File: config.mk
export PLATFORM = sky130hd
export DESIGN_NAME = btsg_ram
export DESIGN_NICKNAME = d
export VERILOG_FILES = /design/src/design/btsg_ram.sv
export SDC_FILE = /design/constraint.sdc
export NUM_CORES = 1
export LEC_CHECK = 0
export BUFFER_PORTS_ARGS = -buffer_cell sky130_fd_sc_hd__buf_2
export CORE_UTILIZATION = 54
export DETAILED_ROUTE_END_ITERATION = 10
export HOLD_SLACK_MARGIN = 0.05
export PLACE_DENSITY_LB_ADDON = 0.25
export SYNTH_ARGS = -nofsm -noshare
export SYNTH_HDL_FRONTEND = slang
export SYNTH_SLANG_ARGS = --single-unit
File: constraint.sdc
create_clock -name clk -period 1.9 [get_ports clk]
set_input_delay 0.095 -clock clk [delete_from_list [all_inputs] [get_ports clk]]
set_output_delay 0.095 -clock clk [all_outputs]
set_load 0.005 [all_outputs]
File: src/design/btsg_ram.sv
// Generic single-port RAM with registered read (data held when not enabled).
// No dependencies.
module btsg_ram #(
    parameter int WIDTH = 8,
    parameter int DEPTH = 16
) (
    input  logic                     clk,
    input  logic                     en,
    input  logic                     we,
    input  logic [$clog2(DEPTH)-1:0] addr,
    input  logic [WIDTH-1:0]         wdata,
    output logic [WIDTH-1:0]         rdata
);

    logic [WIDTH-1:0] mem [DEPTH];

    always_ff @(posedge clk)
    begin
        if (en)
        begin
            if (we)
                mem[addr] <= wdata;
            rdata <= mem[addr];
        end
    end

endmodule

==> flow_metrics.env <==
export IMPL_grt_pass1_vias=2651
export IMPL_r2r_setup_slack_ns=0.39
export IMPL_drtIter0Drc=198
export IMPL_cts_root_buffer="clkbuf_8"
export IMPL_cp_endpoint="rdata[0]"
export IMPL_antenna_found_initial=0
export IMPL_synth_most_common_cell="edfxtp_1"
export IMPL_pin_count=23
export IMPL_track_usage_pct=22.58
export IMPL_met3_usage_pct=6.267
export IMPL_irDropWorstVdd_mv=0.6773
export IMPL_synth_flop_cell="edfxtp_1"
export IMPL_rr_worst_depth=3
export IMPL_cp_arrival_ns=1.78
export IMPL_maxCapViolCount=0
export IMPL_top_usage_layer="met2"
export IMPL_ant_nets=0
export IMPL_syn_num_nets=248
export IMPL_fin_crit_ns=1.514
export IMPL_drt_pass1_iter_count=4
export IMPL_synth_warnings=0
export IMPL_max_clock_path_buffers=2
export IMPL_drc=0
export IMPL_tightest_slew_ns=0.6173
export IMPL_syn_to_final_growth_pct=20.59
export IMPL_nFillCells=582
export IMPL_gp_congestion=0.7467
export IMPL_final_setup_tns_ns=0
export IMPL_gr_usage_met2_pct=37.04
export IMPL_fmax_mhz=660.6
export IMPL_grt_max_degree=19
export IMPL_rows=35
export IMPL_cts_made_buffers=17
export IMPL_start_util_pct=56.08
export IMPL_hold_viol=0
export IMPL_drive_above_1_share_pct=30.97
export IMPL_synth_cell_types=18
export IMPL_outcome="completed"
export IMPL_relSlewSlack_pct=58.69
export IMPL_use_met1_pct=29.08
export IMPL_power_w=0.006742
export IMPL_cts_clk_slew_worst_paths_ns=0.06
export IMPL_rsz0062_at_grt="no"
export IMPL_leakagePower_nw=2.164
export IMPL_reg2reg_to="rdata[0]"
export IMPL_core_mm2=0.009328
export IMPL_dp_hpwl_um=6300
export IMPL_final_setup_viol_count=0
export IMPL_end_kind="flip-flop"
export IMPL_post_route_period_util_pct=79.67
export IMPL_yosys_area_top_type="edfxtp_1"
export IMPL_num_antenna_cells=0
export IMPL_worst_path_stages=3
export IMPL_htreeDepth=4
export IMPL_synth_seq_cells=136
export IMPL_async_flop_share_pct=0
export IMPL_cp_slowest_cell="mux4_1"
export IMPL_yosys_top_cells_area="edfxtp_1 78%, mux4_1 8.0%, mux4_2 6.9%"
export IMPL_yosysTopAreaCellShare_pct=78.07
export IMPL_routed_wl_um=9983
export IMPL_maxSlewViolCount=0
export IMPL_die_area_mm2=0.01009
export IMPL_cts_tree="built"
export IMPL_syn_area_per_cell_um2=22.45
export IMPL_crit_type="flip-flop to flip-flop"
export IMPL_io_buffer_count=22
export IMPL_yosysSeqAreaShare_pct=78.07
export IMPL_die_width_um=100.4
export IMPL_clock_sinks=136
export IMPL_min_from="addr[3]"
export IMPL_critPathMaxFanout=1
export IMPL_post_route_util_pct=67.63
export IMPL_path_delay_family="multiplexers"
export IMPL_required_ns=2.16
export IMPL_overflow=0
export IMPL_dp_slack_ns=0.2375
export IMPL_grt_pass1_wl_um=15410
export IMPL_vias=2542
export IMPL_final_net_count=312
export IMPL_synthTopCellsByCount="136 x edfxtp_1, 16 x a22oi_1, 16 x mux4_1, 16 x mux4_2, 13 x nor2_1"
export IMPL_r2r_start="mem[2][0]"
export IMPL_hold_path_class="primary input to flip-flop"
export IMPL_crit_chain="mux4_1 -> a22oi_1 -> nand2_1"
export IMPL_worst_slack_ns=0.3862
export IMPL_start_kind="flip-flop"
export IMPL_vias_per_cell=5.790
export IMPL_cts_resized=0
export IMPL_worstSkewPairLatency_ns=0.51
export IMPL_startpoint="mem[2][0]"
export IMPL_critPathMaxStageDelay_ns=0.50
export IMPL_die_height_um=100.4
export IMPL_routedWlPerCell_um=22.74
export IMPL_synth_edf_count=136
export IMPL_syn_cell_area_mm2=0.005231
export IMPL_skew_ns=0.005924
export IMPL_path_buf_inv=0
export IMPL_syn_inst=233
export IMPL_p_per_area_mw_per_mm2=1069
## per-stage QoR
step / cell area [um^2] / instances / hold WS [ns]
3_3_place_gp: 5652 / 398 / 0.4874
3_5_place_dp: 5652 / 398 / 0.4902
2_1_floorplan: 5231 / 233 / 0.1939
5_1_grt: 6309 / 439 / 0.2365
6_report: 6309 / 439 / 0.2373
4_1_cts: 6309 / 439 / 0.2030
## registers in the layout, summed over array words and instances, names as in the netlist
signal  cells
mem       128
rdata       8
## area by class of cell
| cell class | count | area, um^2 | area share (%) |
|---|---|---|---|
| clock buffers | 18 | 417.9 | 6.624 |
| clock inverters | 14 | 148.9 | 2.360 |
| multi-input cells | 84 | 1069 | 16.94 |
| flip-flops and latches | 136 | 4084 | 64.74 |
| well taps | 129 | 161.4 | 2.559 |
| repair buffers | 58 | 427.9 | 6.783 |
## worst register-to-register path, cell delays in order, from the launching register on
cell and delay, ns:
edfxtp_1 0.38, mux4_1 0.50, a22oi_1 0.30, nand2_1 0.08
## power breakdown
part | internal [W] | switching [W] | leakage (nW) | total [W]
clock network | 0.00187 | 0.00120 | 0.279 | 0.00307
registers | 0.00336 | 0.0000123 | 1.23 | 0.00337
logic | 0.000136 | 0.000167 | 0.651 | 0.000303
total | 0.00536 | 0.00138 | 2.16 | 0.00674
## worst min-delay path by stage
stage	slack (ns)	cells after the start	end
finish	0.24	3	mem[0][1]
global route	0.24	3	mem[2][1]
CTS	0.20	3	mem[0][1]
detailed placement	0.49	1	rdata[2]
global placement	0.49	1	mem[6][7]
floorplan	0.19	0	mem[0][0]
## cells in the final DEF (no fill, tap or decap), types with 2 or more instances in the layout
cell / n
buf_12: 2
edfxtp_1: 136
bufinv_16: 2
nand4b_1: 2
dlygate4sd3_1: 9
clkinv_2: 4
buf_4: 25
nor2b_1: 2
nand2_1: 10
clkinv_4: 5
buf_2: 22
a22oi_1: 16
inv_6: 2
clkbuf_16: 16
nand2b_1: 2
nor2_1: 13
mux4_1: 16
mux4_2: 16
nor3_1: 4
## layer usage
metal	up-vias	routed length (um)	part of all wire [%]
met3	7	552	5.5
met2	96	5202	52
met5	-	0	0
li1	1123	-	-
met1	1316	4137	41
met4	0	90	0.90
## what timing repair did
action | 4_1_cts | 5_1_grt
buffers inserted | 0 | 0
hold buffers | 9 | 0
endpoints found under the setup margin | 0 | 0
endpoints found under the hold margin | 136 | 0
## kinds of logic after synthesis
group,after synthesis,share of synthesized area (%)
mux,32,14.92
simple gates,36,3.205
compound gates,16,2.296
flops,136,78.07
buf+inv,13,1.507
Note: power is estimated with default switching activity, not from simulation.
