<file path="config.mk">
export PLATFORM = sky130hd
export DESIGN_NAME = btsg_front
export DESIGN_NICKNAME = d
export VERILOG_FILES = /design/src/design/btsg_pkg.sv /design/src/design/btsg_front.sv
export SDC_FILE = /design/constraint.sdc
export NUM_CORES = 1
export LEC_CHECK = 0
export BUFFER_PORTS_ARGS = -buffer_cell sky130_fd_sc_hd__buf_2
export CAP_MARGIN = 5
export CORE_MARGIN = 3
export CORE_UTILIZATION = 45
export CTS_BUF_LIST = sky130_fd_sc_hd__clkbuf_8
export CTS_CLUSTER_DIAMETER = 100
export DETAILED_ROUTE_END_ITERATION = 6
export PLACE_DENSITY = 0.76
export SYNTH_ARGS = -nofsm -noshare
export SYNTH_HDL_FRONTEND = slang
export SYNTH_SLANG_ARGS = --single-unit
export TNS_END_PERCENT = 30
</file>
<file path="constraint.sdc">
create_clock -name clk -period 13.99 [get_ports clk]
set_clock_uncertainty 0.1 [all_clocks]
set_input_delay 1.399 -clock clk [delete_from_list [all_inputs] [get_ports clk]]
set_output_delay 1.399 -clock clk [all_outputs]
set_load 0.005 [all_outputs]
</file>
<file path="src/design/btsg_pkg.sv">
// Shared types, constants and arithmetic helpers for the bilinear texture unit.
// No dependencies.
package btsg_pkg;

    localparam int MAX_WIDTH  = 64;
    localparam int MAX_HEIGHT = 64;
    localparam int CHANNELS   = 3;
    localparam int XW         = $clog2(MAX_WIDTH);
    localparam int YW         = $clog2(MAX_HEIGHT);
    localparam int AW         = XW + YW;
    localparam int DEPTH      = MAX_WIDTH * MAX_HEIGHT;
    localparam int SW         = 7;      // size register width
    localparam int TW         = 24;     // texel channel width
    localparam int GW         = 32;     // gradient channel width
    localparam int QW         = 17;     // Q1.16 coordinate / fraction width
    localparam int WW         = 33;     // Q1.32 weight width
    localparam int PW         = 60;     // product / accumulator width
    localparam int QDEPTH     = 2;

    localparam logic [1:0] CMD_WRITE   = 2'd0;
    localparam logic [1:0] CMD_SAMPLE  = 2'd1;
    localparam logic [1:0] CMD_SCATTER = 2'd2;
    localparam logic [1:0] CMD_GREAD   = 2'd3;

    localparam logic REG_WIDTH  = 1'b0;
    localparam logic REG_HEIGHT = 1'b1;

    localparam logic [QW-1:0] ONE_Q16 = 17'h10000;

    typedef struct packed {
        logic [1:0]                      cmd;
        logic [XW-1:0]                   x0;
        logic [XW-1:0]                   x1;
        logic [YW-1:0]                   y0;
        logic [YW-1:0]                   y1;
        logic [QW-1:0]                   fx;
        logic [QW-1:0]                   fy;
        logic [CHANNELS-1:0][TW-1:0]     val;
    } item_t;

    // round half up of x / 2^32
    function automatic logic signed [PW-1:0] rnd_q32(input logic signed [PW-1:0] x);
        logic signed [PW-1:0] t;
        begin
            t = x + PW'(64'h8000_0000);
            rnd_q32 = t >>> 32;
        end
    endfunction

    function automatic logic [GW-1:0] sat32(input logic signed [PW-1:0] x);
        begin
            if (x > PW'(64'sh7FFF_FFFF))
                sat32 = 32'h7FFF_FFFF;
            else if (x < -PW'(64'sh8000_0000))
                sat32 = 32'h8000_0000;
            else
                sat32 = x[GW-1:0];
        end
    endfunction

endpackage

</file>
<file path="src/design/btsg_front.sv">
// Front end: size registers, request accept, corner/fraction setup, 2-entry queue.
// Depends on btsg_pkg.
module btsg_front import btsg_pkg::*; (
    input  logic                        clk,
    input  logic                        rst_n,
    input  logic                        cfg_we,
    input  logic [7:0]                  cfg_index,
    input  logic [SW-1:0]               cfg_data,
    input  logic                        in_valid,
    output logic                        in_ready,
    input  logic [1:0]                  cmd,
    input  logic [XW-1:0]               texel_x,
    input  logic [YW-1:0]               texel_y,
    input  logic [QW-1:0]               coord_u,
    input  logic [QW-1:0]               coord_v,
    input  logic [CHANNELS-1:0][TW-1:0] vals,
    input  logic                        enable,
    output logic                        q_valid,
    input  logic                        q_pop,
    output item_t                       q_item
);

    logic [SW-1:0] width_reg, height_reg;
    item_t         q_reg [QDEPTH];
    logic          wr_ptr_reg, rd_ptr_reg;
    logic [1:0]    cnt_reg;
    item_t         item;
    logic          push;

    function automatic logic [SW-1:0] eff(input logic [SW-1:0] r, input int mx);
        begin
            if (r == '0)
                eff = SW'(1);
            else if (r > SW'(mx))
                eff = SW'(mx);
            else
                eff = r;
        end
    endfunction

    // corner clamp and fraction for one axis
    function automatic logic [XW+QW-1:0] axis(input logic [QW-1:0] coord,
                                              input logic [SW-1:0] size);
        logic [QW-1:0]    c;
        logic [QW+SW-1:0] px;
        logic [SW:0]      ix;
        logic [SW-1:0]    c0;
        logic [QW+SW-1:0] f;
        begin
            c  = (coord > ONE_Q16) ? ONE_Q16 : coord;
            px = c * size;
            ix = px[QW+SW-1:16];
            c0 = (ix < {1'b0, size - 1'b1}) ? ix[SW-1:0] : size - 1'b1;
            f  = px - {c0, 16'h0};
            axis = {c0[XW-1:0], f[QW-1:0]};
        end
    endfunction

    function automatic logic [XW-1:0] upper(input logic [XW-1:0] c0,
                                            input logic [SW-1:0] size);
        logic [SW-1:0] n;
        begin
            n = {1'b0, c0} + 1'b1;
            upper = (n < size - 1'b1) ? n[XW-1:0] : XW'(size - 1'b1);
        end
    endfunction

    logic [SW-1:0]       w_eff, h_eff;
    logic [XW+QW-1:0]    ax, ay;

    always_comb
    begin
        w_eff    = eff(width_reg, MAX_WIDTH);
        h_eff    = eff(height_reg, MAX_HEIGHT);
        ax       = axis(coord_u, w_eff);
        ay       = axis(coord_v, h_eff);
        item.cmd = cmd;
        item.val = vals;
        item.fx  = ax[QW-1:0];
        item.fy  = ay[QW-1:0];
        if (cmd == CMD_WRITE || cmd == CMD_GREAD)
        begin
            item.x0 = texel_x;
            item.x1 = texel_x;
            item.y0 = texel_y;
            item.y1 = texel_y;
        end
        else
        begin
            item.x0 = ax[XW+QW-1:QW];
            item.y0 = ay[YW+QW-1:QW];
            item.x1 = upper(ax[XW+QW-1:QW], w_eff);
            item.y1 = upper(ay[YW+QW-1:QW], h_eff);
        end
    end

    assign in_ready = enable && (cnt_reg != 2'(QDEPTH));
    assign push     = in_valid && in_ready;
    assign q_valid  = (cnt_reg != '0);
    assign q_item   = q_reg[rd_ptr_reg];

    always_ff @(posedge clk or negedge rst_n)
    begin
        if (!rst_n)
        begin
            width_reg  <= SW'(MAX_WIDTH);
            height_reg <= SW'(MAX_HEIGHT);
            wr_ptr_reg <= 1'b0;
            rd_ptr_reg <= 1'b0;
            cnt_reg    <= '0;
        end
        else
        begin
            if (cfg_we && cfg_index[7:1] == '0)
            begin
                if (cfg_index[0] == REG_WIDTH)
                    width_reg <= cfg_data;
                else
                    height_reg <= cfg_data;
            end
            if (push)
            begin
                q_reg[wr_ptr_reg] <= item;
                wr_ptr_reg        <= ~wr_ptr_reg;
            end
            if (q_pop)
                rd_ptr_reg <= ~rd_ptr_reg;
            cnt_reg <= cnt_reg + 2'(push) - 2'(q_pop);
        end
    end

endmodule

</file>
==> run summary <==
Post-Syn Instances: 1613
ANT nets after route: 0
CP startpoint: coord_u[13]
Initial Util: 45.7%
largest area contributor in the netlist: edfxtp_1
CP startpoint kind: input port
main flop type after synthesis: edfxtp_1
Hold Path Class: reg -> reg
CP max stage delay: 1.02 ns
fill count: 3760
setup_tns: 0 ns
r2r worst-path depth: 38
Slowest cell on crit path: nor2_1
number of core rows: 76
Final Non-Filler Cells: 2514
worst reg2reg setup slack: 3.10 ns
final WL: 47.3 mm
Slew Limit Fails: 0
status: finished clean
syn_nets: 2014
critical path class: in -> reg
Ports: 275
XOR/XNOR share of the synthesized area: 2.38%
layout cell share with drive strength beyond 1: 28.1%
Synth Area per Inst: 12.2 um2
cts hold-fix bufs: 0
die height: 215 um
CP delay by family, top: simple AND/OR/NAND/NOR gates
Vias: 13443
GPL Wtd Cong: 0.929
# DRC: 0
number of synthesized flops with an enable pin: 264
initial antenna violation count: 12
mapped cell area: 19700 um2
Power Density: 119 nW/um2
drt first pass iters: 7
Area contributors post-synth: edfxtp_1 40%, fa_1 15%, mux2_2 8.6%, ha_1 7.1%, and2_1 3.3%
FF+latch count, synth: 282
H-Tree Depth: 2
grt ovf: 0
drt wl/cell: 18.8 um
fin nets: 2287
Final period util: 84.6%
crit path capture type: flip-flop
Max VDD drop: 0.0842 mV
largest net degree at the start of global routing: 80
Sink Count: 282
simple-gate share of the synthesized area: 12.2%
reg2reg start: height_reg[3]
Die Wd: 215 um
main combinational cell family by area after synthesis: adder cells
register area share after synthesis: 42.5%
Starting DRT DRC Count: 970
leakage: 0.00998 uW
die area: 46400 um2
mux contribution to synthesized area: 9.44%
first-pass GRT wire length: 75.9 mm
Rel. slew slack: 20.1%
postcts setup bufs: 0
RSZ-0062 raised after global routing: false
drt via density: 5.35
Synth Area in Compound Gates: 7.20%
clk slew on worst S/H paths: 0.06 ns
WP buf/inv: 5
number of flip-flops in the largest register: 264
clk_lat worst skew: 0.56 ns
Finish-stage setup viols: 0
Crit path depth: 36
fin crit period: 11.84 ns
cts repair resizes: 0
Post-Synth Adder-Cell Area: 22.2%
total CTS buffers: 44
Synth Warn #: 0
Yosys cell types: 84
Port Buf Inserts: 274
Final Hold Viols: 0
core area: 43200 um2
post-detail-place hpwl: 35.9 mm
top-area cell type share of the netlist area: 40.2%
Area growth, synth to finish: 14.2%
GRT Resource Usage Total: 20.3%
Worst Tran Pin Value: 1.19 ns
crit path capture: q_reg[1][122]
Reg-to-Reg End: q_reg[1][111]
vias in the first global route: 14068
CTS tree: built
CP Max Fanout: 16
asr flop ratio synth: 6.38%
root buffer cell: clkbuf_8
Arr. time, crit path: 12.07 ns
Fmax achieved: 84.5 MHz
CTS max path bufs: 3
Max-cap violations: 0
placed insts: 2425
Crit path required time: 14.22 ns
-- metrics by stage --
stage               hold slack, ns  setup slack (ns)  area [um2]  total power (uW)  util (%)
finish                       0.385              2.15       22500              2680      52.2
global route                 0.423              1.38       22500              2840      52.2
CTS                          0.384              2.24       22500              2710      52.1
detailed placement           0.374              1.66       21700              2050      50.2
global placement             0.370              1.89       21700              2030      50.2
floorplan                    0.355              1.60       19700              1740         -
-- routing by layer --
metal  track usage, %  wire length, um  up-vias
li1                 -                -     6262
met1             26.7            20100     6594
met2             34.3            23000      477
met3             3.15             2760      104
met4             7.20             1500        6
met5                0               28        -
-- cells in the final DEF, fill, tap and decap left out, types with 10 or more instances in the layout --
master	count
nor3_1	23
fa_1	148
inv_1	174
ha_1	112
diode_2	10
xnor2_1	38
clkbuf_8	49
xor2_1	11
dfrtp_1	15
edfxtp_1	264
nor4_1	12
and3_1	67
mux2_2	150
a21o_1	17
a21oi_1	59
nor2_1	68
mux2i_1	16
nand3_1	18
nand2_1	107
o21ai_0	15
buf_2	274
and2_1	104
-- cells by family (layout without fill, tap and decap cells) --
group,count (synthesis),in the layout
other cells,0,10
buf+inv,209,515
simple gates,452,452
flops,282,282
fa+ha+maj,261,261
mux,167,167
compound gates,190,190
xor+xnor,52,52
-- worst register-to-register path, delay by kind of cell, from the launching register on --
family / cells / cell delay [ns]
simple gates: 11 / 3.85
flops: 1 / 0.65
compound gates: 14 / 2.94
mux: 3 / 0.64
xor+xnor: 2 / 0.32
buf+inv: 2 / 0.37
fa+ha+maj: 6 / 1.88
-- Yosys cell counts (6+ instances only) --
library cell  count
edfxtp_1        264
inv_1           153
mux2_2          150
fa_1            148
ha_1            112
nand2_1         107
and2_1          104
nor2_1           68
and3_1           67
a21oi_1          59
clkbuf_1         48
xnor2_1          38
nor3_1           23
nand3_1          18
a21o_1           17
dfrtp_1          16
mux2i_1          16
o21ai_0          15
nor4_1           12
xor2_1           12
a211oi_1          9
a31oi_1           9
nor2b_1           9
o21bai_1          9
nand2b_1          8
o21ai_1           7
or2_2             7
a211oi_2          6
nand4_1           6
-- worst min-delay path by stage --
stage | startpoint | endpoint | slack (ns) | cells past startpoint
finish | cnt_reg[1] | cnt_reg[1] | 0.39 | 1
floorplan | cnt_reg[1] | cnt_reg[1] | 0.35 | 1
detailed placement | cnt_reg[1] | cnt_reg[1] | 0.37 | 1
global route | cnt_reg[1] | cnt_reg[1] | 0.42 | 1
CTS | cnt_reg[1] | cnt_reg[1] | 0.38 | 1
global placement | cnt_reg[1] | cnt_reg[1] | 0.37 | 1
-- where the power goes --
group	switching (uW)	total, uW	internal (uW)
clock	310	649	339
sequential	55.0	1070	1020
combinational	521	959	438
-- cell type report --
cell class,count,area (um2),area share (%)
clock buffer,49,674,2.99
clock inverter,30,149,0.661
timing repair buffer,283,1440,6.39
sequential,282,8380,37.2
multi-input combinational,1122,10600,46.8
antenna,10,25.0,0.111
inverter,153,574,2.55
tap,585,732,3.25
Note: power is estimated with default switching activity, not from simulation.
